[config.mk]
export PLATFORM = sky130hd
export DESIGN_NAME = fit_memory_allocator_unit
export DESIGN_NICKNAME = d
export VERILOG_FILES = /design/src/hw/rtl/fma_pkg.sv /design/src/hw/rtl/fma_cmp.sv /design/src/hw/rtl/fit_memory_allocator_unit.sv
export SDC_FILE = /design/constraint.sdc
export NUM_CORES = 2
export LEC_CHECK = 0
export BUFFER_PORTS_ARGS = -buffer_cell sky130_fd_sc_hd__clkbuf_2
export CORE_ASPECT_RATIO = 0.5
export CORE_MARGIN = 3
export CORE_UTILIZATION = 40
export DETAILED_ROUTE_END_ITERATION = 10
export HOLD_SLACK_MARGIN = 0.02
export PLACE_DENSITY_LB_ADDON = 0.12
export SLEW_MARGIN = 20
export SYNTH_ARGS = -nofsm -noshare
export SYNTH_HDL_FRONTEND = slang
export SYNTH_SLANG_ARGS = --single-unit
[constraint.sdc]
create_clock -name clk -period 11.9 [get_ports clk]
set_input_delay 0.595 -clock clk [delete_from_list [all_inputs] [get_ports clk]]
set_output_delay 0.595 -clock clk [all_outputs]
set_load 0.005 [all_outputs]
[src/hw/rtl/fma_pkg.sv]
`timescale 1ns / 1ps
package fma_pkg;

  localparam logic [1:0] OP_ALLOC    = 2'd0;
  localparam logic [1:0] OP_DEALLOC  = 2'd1;
  localparam logic [1:0] OP_COALESCE = 2'd2;
  localparam logic [1:0] OP_ADD_PART = 2'd3;

  localparam logic [2:0] ST_OK       = 3'd0;
  localparam logic [2:0] ST_NOFIT    = 3'd1;
  localparam logic [2:0] ST_NOTFOUND = 3'd2;
  localparam logic [2:0] ST_INVALID  = 3'd3;
  localparam logic [2:0] ST_FULL     = 3'd4;

  localparam logic [1:0] FIT_FIRST = 2'd0;
  localparam logic [1:0] FIT_BEST  = 2'd1;
  localparam logic [1:0] FIT_WORST = 2'd2;

  localparam int PART_W = 5;
  localparam logic [PART_W-1:0] MAX_PARTITIONS = 5'd31;

  localparam int ADDR_WIDTH = 16;

  // comparator requests from the sequencer
  typedef struct packed {
    logic [1:0]  policy;
    logic        have_pick;
    logic [16:0] cand_size;
    logic [16:0] pick_size;
    logic [16:0] cand_start;
    logic [16:0] pick_start;
  } cmp_req_t;

endpackage

[src/hw/rtl/fma_cmp.sv]
`timescale 1ns / 1ps
// Shared selection unit: decides whether a candidate beats the current pick.
module fma_cmp (
  input  fma_pkg::cmp_req_t req,
  output logic              better
);
  import fma_pkg::*;

  logic lower;
  assign lower = req.cand_start < req.pick_start;

  always_comb begin
    if (!req.have_pick) begin
      better = 1'b1;
    end else begin
      case (req.policy)
        FIT_BEST:  better = (req.cand_size < req.pick_size) ||
                            ((req.cand_size == req.pick_size) && lower);
        FIT_WORST: better = (req.cand_size > req.pick_size) ||
                            ((req.cand_size == req.pick_size) && lower);
        default:   better = lower;
      endcase
    end
  end
endmodule

[src/hw/rtl/fit_memory_allocator_unit.sv]
`timescale 1ns / 1ps
// Channel  | ports                                         | handshake
// command  | in_opcode in_process_id in_request_size ...   | start & !busy
// result   | out_status out_block_start out_block_end      | out_valid, one cycle
// config   | cfg_fit_policy                                | cfg_we
// Allocate and deallocate scan the block table, then the hole table, one entry a
// cycle. Add partition scans only the hole table. Coalesce sweeps all (i, j)
// pairs, pass after pass, until a pass merges nothing.
// Synchronous active-low reset clears valid bits and the partition count; no sweep.
// busy is high from accept until the result beat; the receiver cannot stall.
module fit_memory_allocator_unit #(
  parameter int TABLE_ENTRIES = 16
) (
  input  logic        clk,
  input  logic        rst_n,
  input  logic        start,
  output logic        busy,
  input  logic [1:0]  in_opcode,
  input  logic [15:0] in_process_id,
  input  logic [15:0] in_request_size,
  input  logic [15:0] in_part_start,
  input  logic [15:0] in_part_end,
  output logic        out_valid,
  output logic [2:0]  out_status,
  output logic [15:0] out_block_start,
  output logic [15:0] out_block_end,
  input  logic        cfg_we,
  input  logic [1:0]  cfg_fit_policy
);
  import fma_pkg::*;

  localparam int IW = (TABLE_ENTRIES > 1) ? $clog2(TABLE_ENTRIES) : 1;
  localparam int CW = IW + 1;
  localparam logic [CW-1:0] LAST = CW'(TABLE_ENTRIES - 1);
  localparam logic [16:0] AMAX = 17'((64'd1 << ((ADDR_WIDTH < 16) ? ADDR_WIDTH : 16)) - 1);

  localparam logic [2:0] S_IDLE  = 3'd0;
  localparam logic [2:0] S_SCANB = 3'd1; // block table scan
  localparam logic [2:0] S_SCANH = 3'd2; // hole table scan
  localparam logic [2:0] S_COMMIT= 3'd3;
  localparam logic [2:0] S_COAL  = 3'd4;
  localparam logic [2:0] S_DONE  = 3'd5;

  logic [15:0] hs_m [TABLE_ENTRIES];
  logic [15:0] he_m [TABLE_ENTRIES];
  logic [PART_W-1:0] hp_m [TABLE_ENTRIES];
  logic [15:0] bl_m [TABLE_ENTRIES];
  logic [15:0] bh_m [TABLE_ENTRIES];
  logic [15:0] bo_m [TABLE_ENTRIES];
  logic [PART_W-1:0] bp_m [TABLE_ENTRIES];
  logic [TABLE_ENTRIES-1:0] hv_r, bv_r;

  logic [2:0]  state_r;
  logic [1:0]  pol_r, op_r;
  logic [15:0] pid_r, want_r, ps_r, pe_r;
  logic [CW-1:0] i_r, j_r;
  logic        merged_r;
  logic        pick_ok_r, bfree_ok_r, found_ok_r, hfree_ok_r;
  logic [IW-1:0] pick_r, bfree_r, found_r, hfree_r;
  logic [16:0] pick_size_r;
  logic [15:0] pick_start_r, found_lo_r;
  logic [PART_W-1:0] pcnt_r;
  logic [15:0] lpe_r;
  logic [2:0]  st_r;
  logic [15:0] rs_r, re_r;

  logic [IW-1:0] ii, jj;
  assign ii = i_r[IW-1:0];
  assign jj = j_r[IW-1:0];

  // pair (i, j) of the coalesce sweep touches within one partition
  logic coal_hit;
  assign coal_hit = (jj != ii) && hv_r[ii] && hv_r[jj] && (hs_m[jj] == he_m[ii]) &&
                    (hp_m[jj] == hp_m[ii]);

  // shared comparator
  cmp_req_t req;
  logic better;
  logic [16:0] csz;
  assign csz = {1'b0, he_m[ii]} - {1'b0, hs_m[ii]};
  always_comb begin
    req.policy     = pol_r;
    req.have_pick  = pick_ok_r;
    req.cand_size  = csz;
    req.pick_size  = pick_size_r;
    req.cand_start = {1'b0, hs_m[ii]};
    req.pick_start = {1'b0, pick_start_r};
  end
  fma_cmp u_cmp (.req(req), .better(better));

  assign busy = (state_r != S_IDLE);

  always_ff @(posedge clk) begin
    if (!rst_n) begin
      pol_r <= FIT_FIRST;
    end else if (cfg_we) begin
      pol_r <= cfg_fit_policy;
    end
  end

  always_ff @(posedge clk) begin
    if (!rst_n) begin
      out_valid <= 1'b0;
      state_r <= S_IDLE;
      hv_r <= '0;
      bv_r <= '0;
      pcnt_r <= '0;
      lpe_r <= '0;
    end else begin
      out_valid <= (state_r == S_DONE);
      case (state_r)
        S_IDLE: if (start) begin
          op_r <= in_opcode; pid_r <= in_process_id; want_r <= in_request_size;
          ps_r <= in_part_start; pe_r <= in_part_end;
          i_r <= '0; j_r <= '0; merged_r <= 1'b0;
          pick_ok_r <= 1'b0; bfree_ok_r <= 1'b0; found_ok_r <= 1'b0;
          hfree_ok_r <= 1'b0;
          state_r <= (in_opcode == OP_COALESCE) ? S_COAL :
                     (in_opcode == OP_ADD_PART) ? S_SCANH : S_SCANB;
        end
        S_SCANB: begin
          if (!bv_r[ii] && !bfree_ok_r) begin
            bfree_ok_r <= 1'b1; bfree_r <= ii;
          end
          if (bv_r[ii] && bo_m[ii] == pid_r && (!found_ok_r || bl_m[ii] < found_lo_r)) begin
            found_ok_r <= 1'b1; found_r <= ii; found_lo_r <= bl_m[ii];
          end
          i_r <= (i_r == LAST) ? '0 : i_r + 1'b1;
          if (i_r == LAST) state_r <= S_SCANH;
        end
        S_SCANH: begin
          if (!hv_r[ii] && !hfree_ok_r) begin
            hfree_ok_r <= 1'b1; hfree_r <= ii;
          end
          // fit search via the shared comparator
          if (hv_r[ii] && csz >= {1'b0, want_r} && better) begin
            pick_ok_r <= 1'b1; pick_r <= ii; pick_size_r <= csz;
            pick_start_r <= hs_m[ii];
          end
          i_r <= i_r + 1'b1;
          if (i_r == LAST) state_r <= S_COMMIT;
        end
        S_COMMIT: begin
          state_r <= S_DONE;
          case (op_r)
            OP_ALLOC: begin
              if (want_r == '0 || !pick_ok_r || !bfree_ok_r) begin
                st_r <= (want_r == '0) ? ST_INVALID : (!pick_ok_r) ? ST_NOFIT : ST_FULL;
                rs_r <= '0; re_r <= '0;
              end else begin
                st_r <= ST_OK;
                rs_r <= hs_m[pick_r];
                re_r <= hs_m[pick_r] + want_r;
                bl_m[bfree_r] <= hs_m[pick_r];
                bh_m[bfree_r] <= hs_m[pick_r] + want_r;
                bo_m[bfree_r] <= pid_r;
                bp_m[bfree_r] <= hp_m[pick_r];
                bv_r[bfree_r] <= 1'b1;
                if (hs_m[pick_r] + want_r == he_m[pick_r]) hv_r[pick_r] <= 1'b0;
                else hs_m[pick_r] <= hs_m[pick_r] + want_r;
              end
            end
            OP_DEALLOC: begin
              if (!found_ok_r || !hfree_ok_r) begin
                st_r <= (!found_ok_r) ? ST_NOTFOUND : ST_FULL;
                rs_r <= '0; re_r <= '0;
              end else begin
                st_r <= ST_OK;
                rs_r <= bl_m[found_r]; re_r <= bh_m[found_r];
                hs_m[hfree_r] <= bl_m[found_r];
                he_m[hfree_r] <= bh_m[found_r];
                hp_m[hfree_r] <= bp_m[found_r];
                hv_r[hfree_r] <= 1'b1;
                bv_r[found_r] <= 1'b0;
              end
            end
            default: begin
              if (ps_r >= pe_r || {1'b0, ps_r} > AMAX || {1'b0, pe_r} > AMAX ||
                  (pcnt_r != '0 && ps_r != lpe_r)) begin
                st_r <= ST_INVALID; rs_r <= '0; re_r <= '0;
              end else if (pcnt_r >= MAX_PARTITIONS || !hfree_ok_r) begin
                st_r <= ST_FULL; rs_r <= '0; re_r <= '0;
              end else begin
                st_r <= ST_OK;
                pcnt_r <= pcnt_r + 1'b1;
                hs_m[hfree_r] <= ps_r; he_m[hfree_r] <= pe_r;
                hp_m[hfree_r] <= pcnt_r + 1'b1;
                hv_r[hfree_r] <= 1'b1;
                lpe_r <= pe_r;
                rs_r <= ps_r; re_r <= pe_r;
              end
            end
          endcase
        end
        S_COAL: begin
          // hole_end of i tracks merges within the pass
          if (coal_hit) begin
            he_m[ii] <= he_m[jj];
            hv_r[jj] <= 1'b0;
          end
          if (j_r == LAST && i_r == LAST) merged_r <= 1'b0;
          else if (coal_hit) merged_r <= 1'b1;
          if (j_r == LAST) begin
            j_r <= '0;
            if (i_r == LAST) begin
              i_r <= '0;
              if (!merged_r && !coal_hit) begin
                st_r <= ST_OK; rs_r <= '0; re_r <= '0;
                state_r <= S_DONE;
              end
            end else begin
              i_r <= i_r + 1'b1;
            end
          end else begin
            j_r <= j_r + 1'b1;
          end
        end
        S_DONE: begin
          out_status <= st_r;
          out_block_start <= rs_r;
          out_block_end <= re_r;
          state_r <= S_IDLE;
        end
        default: state_r <= S_IDLE;
      endcase
    end
  end

  a_no_accept_busy: assert property (@(posedge clk) disable iff (!rst_n)
    (start && !busy) |=> busy) else $error("accept did not raise busy");
  a_done_beat: assert property (@(posedge clk) disable iff (!rst_n)
    (state_r == S_DONE) |=> (out_valid && !busy)) else $error("missing result beat");
  a_status_range: assert property (@(posedge clk) disable iff (!rst_n)
    out_valid |-> (out_status <= ST_FULL)) else $error("bad status");
  a_pcnt_limit: assert property (@(posedge clk) disable iff (!rst_n)
    pcnt_r <= MAX_PARTITIONS) else $error("partition count overflow");
endmodule

Word level (Yosys, flattened, before mapping)
Memory sizes are Yosys's and may differ from the RTL's. A register that Yosys moved wholly into a read port is not among the register bits.
Index checks and enable logic that the tools add are counted.
{"block": "totals", "regBits": 275, "mem_bits_rw": 1440, "memories": 7}
{"block": "op_classes", "addsub": 5, "magnitude_cmp": 18, "eq_ne": 38, "mux": 132, "n_bitwise": 14, "reduce_logical": 67}
{"name": "bh_m", "depth": 16, "width": 16, "rd": 1, "rd_ports_with_merged_regs": 1, "write_ports": 1, "line": "fit_memory_allocator_unit.sv:48", "source": "logic [15:0] bh_m [TABLE_ENTRIES];"}
{"name": "bl_m", "depth": 16, "width": 16, "rd": 2, "rd_ports_with_merged_regs": 2, "write_ports": 1, "line": "fit_memory_allocator_unit.sv:47", "source": "logic [15:0] bl_m [TABLE_ENTRIES];"}
{"name": "bo_m", "depth": 16, "width": 16, "rd": 1, "rd_ports_with_merged_regs": 1, "write_ports": 1, "line": "fit_memory_allocator_unit.sv:49", "source": "logic [15:0] bo_m [TABLE_ENTRIES];"}
{"name": "he_m", "depth": 16, "width": 16, "rd": 3, "rd_ports_with_merged_regs": 3, "write_ports": 1, "line": "fit_memory_allocator_unit.sv:45", "source": "logic [15:0] he_m [TABLE_ENTRIES];"}
{"name": "hs_m", "depth": 16, "width": 16, "rd": 3, "rd_ports_with_merged_regs": 3, "write_ports": 1, "line": "fit_memory_allocator_unit.sv:44", "source": "logic [15:0] hs_m [TABLE_ENTRIES];"}
{"name": "bp_m", "depth": 16, "width": 5, "rd": 1, "rd_ports_with_merged_regs": 1, "write_ports": 1, "line": "fit_memory_allocator_unit.sv:50", "source": "logic [PART_W-1:0] bp_m [TABLE_ENTRIES];"}
{"name": "1 more memories"}
{"op": "$mux W16", "count": 23}
{"op": "$pmux W16 S2", "count": 7}
{"op": "$mux W4", "count": 16}
{"op": "$mux W3", "count": 17}
{"op": "$and A16 B16 Y16", "count": 3}
{"op": "$eq A16 B16 Y1", "count": 3}
{"op": "$not A16 Y16", "count": 3}
{"op": "$mux W1", "count": 44}
{"op": "$lt A16 B16 Y1", "count": 2}
{"op": "$or A16 B16 Y16", "count": 2}
{"op": "$reduce_and A4 Y1", "count": 8}
{"op": "$reduce_or A16 Y1", "count": 2}
{"op": "$lt A4 B5 Y1 const B", "count": 6}
{"op": "$ne A2 B2 Y1 const B", "count": 13}
{"op": "$mux W5", "count": 5}
{"op": "$demux W1 S4", "count": 5}
{"op": "$ge A4 B1 Y1 const B", "count": 5}
{"op": "$pmux W5 S4", "count": 1}
{"op": "$logic_and A1 B1 Y1", "count": 19}
{"op": "$reduce_and A3 Y1", "count": 6}
{"op": "$eq A17 B17 Y1", "count": 1}
{"op": "$ge A17 B16 Y1", "count": 1}
{"op": "$gt A17 B17 Y1", "count": 1}
{"op": "$lt A17 B17 Y1", "count": 1}
{"op": "other kinds (38)", "count": 80}

Logic depth before layout (Yosys ltp)
{"block": "depth", "ltp_word": 12, "depth_mapped": 33, "ltp_nobuf": 25}

Hierarchy
Synthesis repeated with hierarchy kept, for this count alone.
{"block": "unflattened", "hier_cells": 4349, "area_unflattened_um2": 81782.2}
{"mod": "fit_memory_allocator_unit", "n_inst": 1, "cells_per_inst": 4224, "area_each_um2": 80892.6, "seq_area_each_um2": 51229.1}
{"mod": "fma_cmp", "n_inst": 1, "cells_per_inst": 125, "area_each_um2": 889.6, "seq_area_each_um2": 0.0}

Worst setup path before layout
No wires, ideal clock.
{"block": "synth_timing", "path_type": "register -> register", "start": "register with a tool-made name", "end": "register pick_r[0], enable pin", "setup_time_ps": 392, "arrival_ps": 7992, "setup_slack_ps": 3516, "path_stages_with_launch": 33, "n_path_buf": 8, "cell_sequence": "dfxtp_1 > buf_6 > buf_6 > buf_6 > buf_6 > buf_6 > buf_4 > clkbuf_1 > buf_1 > mux4_2 > mux4_2 > inv_1 > ha_1 > nor2b_1 > o21ai_0 > a21boi_0 > o21a_1 > o21ai_0 > a21oi_1 > o31ai_1 > a21oi_1 > a211o_1 > a21oi_1 > xnor2_1 > ha_1 > nand4_1 > nor4_1 > a21oi_1 > or3b_2 > and4_1 > a32oi_1 > nand4_1 > inv_1"}
{"item": "to (signal assigned)", "line": "fit_memory_allocator_unit.sv:137", "source": "pick_ok_r <= 1'b1; pick_r <= ii; pick_size_r <= csz;"}
{"item": "to (decl)", "line": "fit_memory_allocator_unit.sv:59", "source": "logic [IW-1:0] pick_r, bfree_r, found_r, hfree_r;"}

==> flow_summary.ini <==
[clock_network]
clock_latency_ns = 0.84
cts-htree-levels = 4
cts-resized-gates = 0
cts_tree = built
path_clk_slew_ns = 0.06
cts-buffers-inserted = 172
clockBufferDepth = 4
root_buffer = clkbuf_16
cts_sinks = 1731

[placed_design]
placed_cell_area_mm2 = 0.0860
dp.cells = 7047
place_congestion = 0.913
dp_hpwl_um = 171000
io_buffers = 108

[synthesis]
syn-cell-area_mm2 = 0.0816
synthArstFlopShare = 0
yosys-top-cells-area = edfxtp_1, mux4_2, ha_1
ys_seq_area_frac = 0.628
synth_edf_count = 1656
synth_cells = 4359
yosys_register_bits = 1731
post-synth-top-area-cell = edfxtp_1
yosysWarningCount = 0
syn_avg_cell_area_um2 = 18.7
synth_top_area_share = 0.610
synth_ff_type = edfxtp_1
syn-num-nets = 4555
synth_cell_types = 80

[critical_path]
startpoint_type = register
required_ns = 12.33
arrival_ns = 8.96
end_kind = register
crit_path_max_fanout = 59
criticalPathCategory = reg2reg

[pwr]
p_seq_frac = 0.386
p_per_area_mw_per_mm2 = 205
leakage_uw = 0.0294
p_comb_frac = 0.324
switching_power_uw = 6230
switching_share = 0.330
power.internal_uw = 12600
peakVddDrop_mv = 0.226
pwr-share-clk = 0.290

[sta]
rsz0062_at_grt = false
max_freq_mhz = 117
finalSetupTns_ns = 0
slew_violations = 0
tightest_slew_ns = 1.12
clock_skew_ns = 0.0638
setup_viol = 0
period_needed_ns = 8.53
fin_crit_sh = 0.717
relSlewSlack = 0.250
hold_viol_final = 0

[cells_and_area]
stdcell_count = 7418
fin_nets = 4770
final_cell_mix = edfxtp_1, mux4_2, nand2_1
fin_area_mm2 = 0.0922
final_common_cell = edfxtp_1
area_growth_pct = 13.1
nFillCells = 17000
drive_gt1_frac = 0.320

[routing]
ant_nets = 0
viasPerCell = 6.33
dr_total_vias = 46900
drt_iter0_markers = 5910
remaining_drc_errors = 0
wl_per_cell_um = 36.0
wl_um = 267000
dr.pass1.iters = 6

[die]
fp-row-count = 116
fp.dieH_um = 325
num_io_pins = 109
start_util = 0.405
die_x_um = 645
core_area_mm2 = 0.201
die_area_mm2 = 0.210

[global_routing]
antenna_found_initial = 9
grt_pass1_wl_um = 375000
grt_max_degree = 101
grt_usage = 0.253
grt_overflow = 0
grt_pass1_vias = 47400

[worst_hold_path]
hold_path_class = in2reg

[outcome]
status = finished, final reports clean

[run]
maxCapViolations = 0
## critical path, cell delays in order, from the launching register on
cell      delay (ns)
dfxtp_4         0.83
buf_12          0.48
mux4_2          0.58
a22o_1          0.22
a221oi_1        0.54
ha_1            0.29
inv_1           0.06
fa_1            0.43
a21o_1          0.19
a21o_1          0.20
a21oi_1         0.20
o21ai_0         0.17
a41o_1          0.32
o221a_2         0.28
o21a_1          0.17
nor2_1          0.11
xnor2_1         0.13
ha_1            0.31
nand4_1         0.16
nor4_1          0.32
a21oi_1         0.17
or3b_2          0.45
and4_1          0.21
a32oi_1         0.32
nand4_1         0.33
inv_1           0.12
buf_4           0.46
## final cells by class
type,count,area [µm²],area share
Antenna cell,4,10.0,0.000109
Clock buffer,201,4490,0.0486
Clock inverter,99,963,0.0104
Inverter,123,462,0.00501
Multi-Input combinational cell,2227,29300,0.317
Sequential cell,1731,51300,0.556
Tap cell,2714,3400,0.0368
Timing Repair Buffer,319,2360,0.0256
## stage by stage
step / total power, µW / hold slack [ns] / setup WS, ns / util
2_1_floorplan: 11400 / 0.400 / 3.52 / -
3_5_place_dp: 13500 / 0.405 / 3.38 / 0.427
3_3_place_gp: 13400 / 0.402 / 3.43 / 0.427
4_1_cts: 18900 / 0.0328 / 3.34 / 0.458
5_1_grt: 19700 / 0.0429 / 2.89 / 0.458
6_report: 18900 / 0.0999 / 3.37 / 0.458
## power by group through the flow
stage	combinational, µW	clock, µW	sequential, µW
after global placement	6010	0	7410
after floorplan	4280	0	7140
final	6120	5470	7280
after detailed placement	6050	0	7410
after global routing	6580	5820	7290
after CTS	6100	5560	7280
## cell families after synthesis
group | synth area share
flip-flops | 0.628
multiplexers | 0.244
AND/OR/NAND/NOR | 0.0352
AO/OA/AOI/OAI | 0.0413
buffers and inverters | 0.0210
adder cells (fa/ha/maj) | 0.0192
XOR/XNOR | 0.0115
## routing by layer
layer / vias to the layer above / GRT usage / part of all wire
li1: 18800 / - / -
met1: 25500 / 0.359 / 0.42
met2: 2240 / 0.390 / 0.46
met5: - / 0 / 0
met4: 0 / 0.0754 / 0.032
met3: 375 / 0.0585 / 0.088
## registers in the layout, summed over array words and instances, names as in the netlist, 17 cells and up, named ones only
signal and cells:
bh_m 256, bl_m 256, bo_m 256, bp_m 80, he_m 256, hp_m 80, hs_m 256, pick_size_r 17
## synth_stat cells, types with 34 or more instances
library cell,count
a22oi_1,81
xnor2_1,58
buf_2,40
ha_1,122
o21ai_0,44
dfxtp_1,75
nand2_1,219
a31oi_1,34
buf_1,59
mux2i_1,49
a21oi_1,117
nor2b_1,54
clkbuf_1,159
edfxtp_1,1656
inv_1,122
nor2_1,140
mux4_2,854
xor2_1,49
## path summary, 6_finish.rpt
check,from,endpoint,slack (ns),cells past startpoint
setup / recovery,register,pick_start_r[4]$_DFFE_PP_,3.37,26
hold / removal,in_process_id[13],pid_r[13]$_DFFE_PP_,0.1,1
setup reg to reg,register,pick_start_r[4]$_DFFE_PP_,3.37,26
hold reg to reg,rs_r[2]$_SDFFCE_PP0P_,out_block_start[2]$_DFFE_PP_,0.41,0
## timing repair
action                                 4_1_cts  5_1_grt
hold buffers                                65        0
setup buffers                                0        0
endpoints found under the hold margin       65        0
Note: power is estimated with default switching activity, not from simulation.
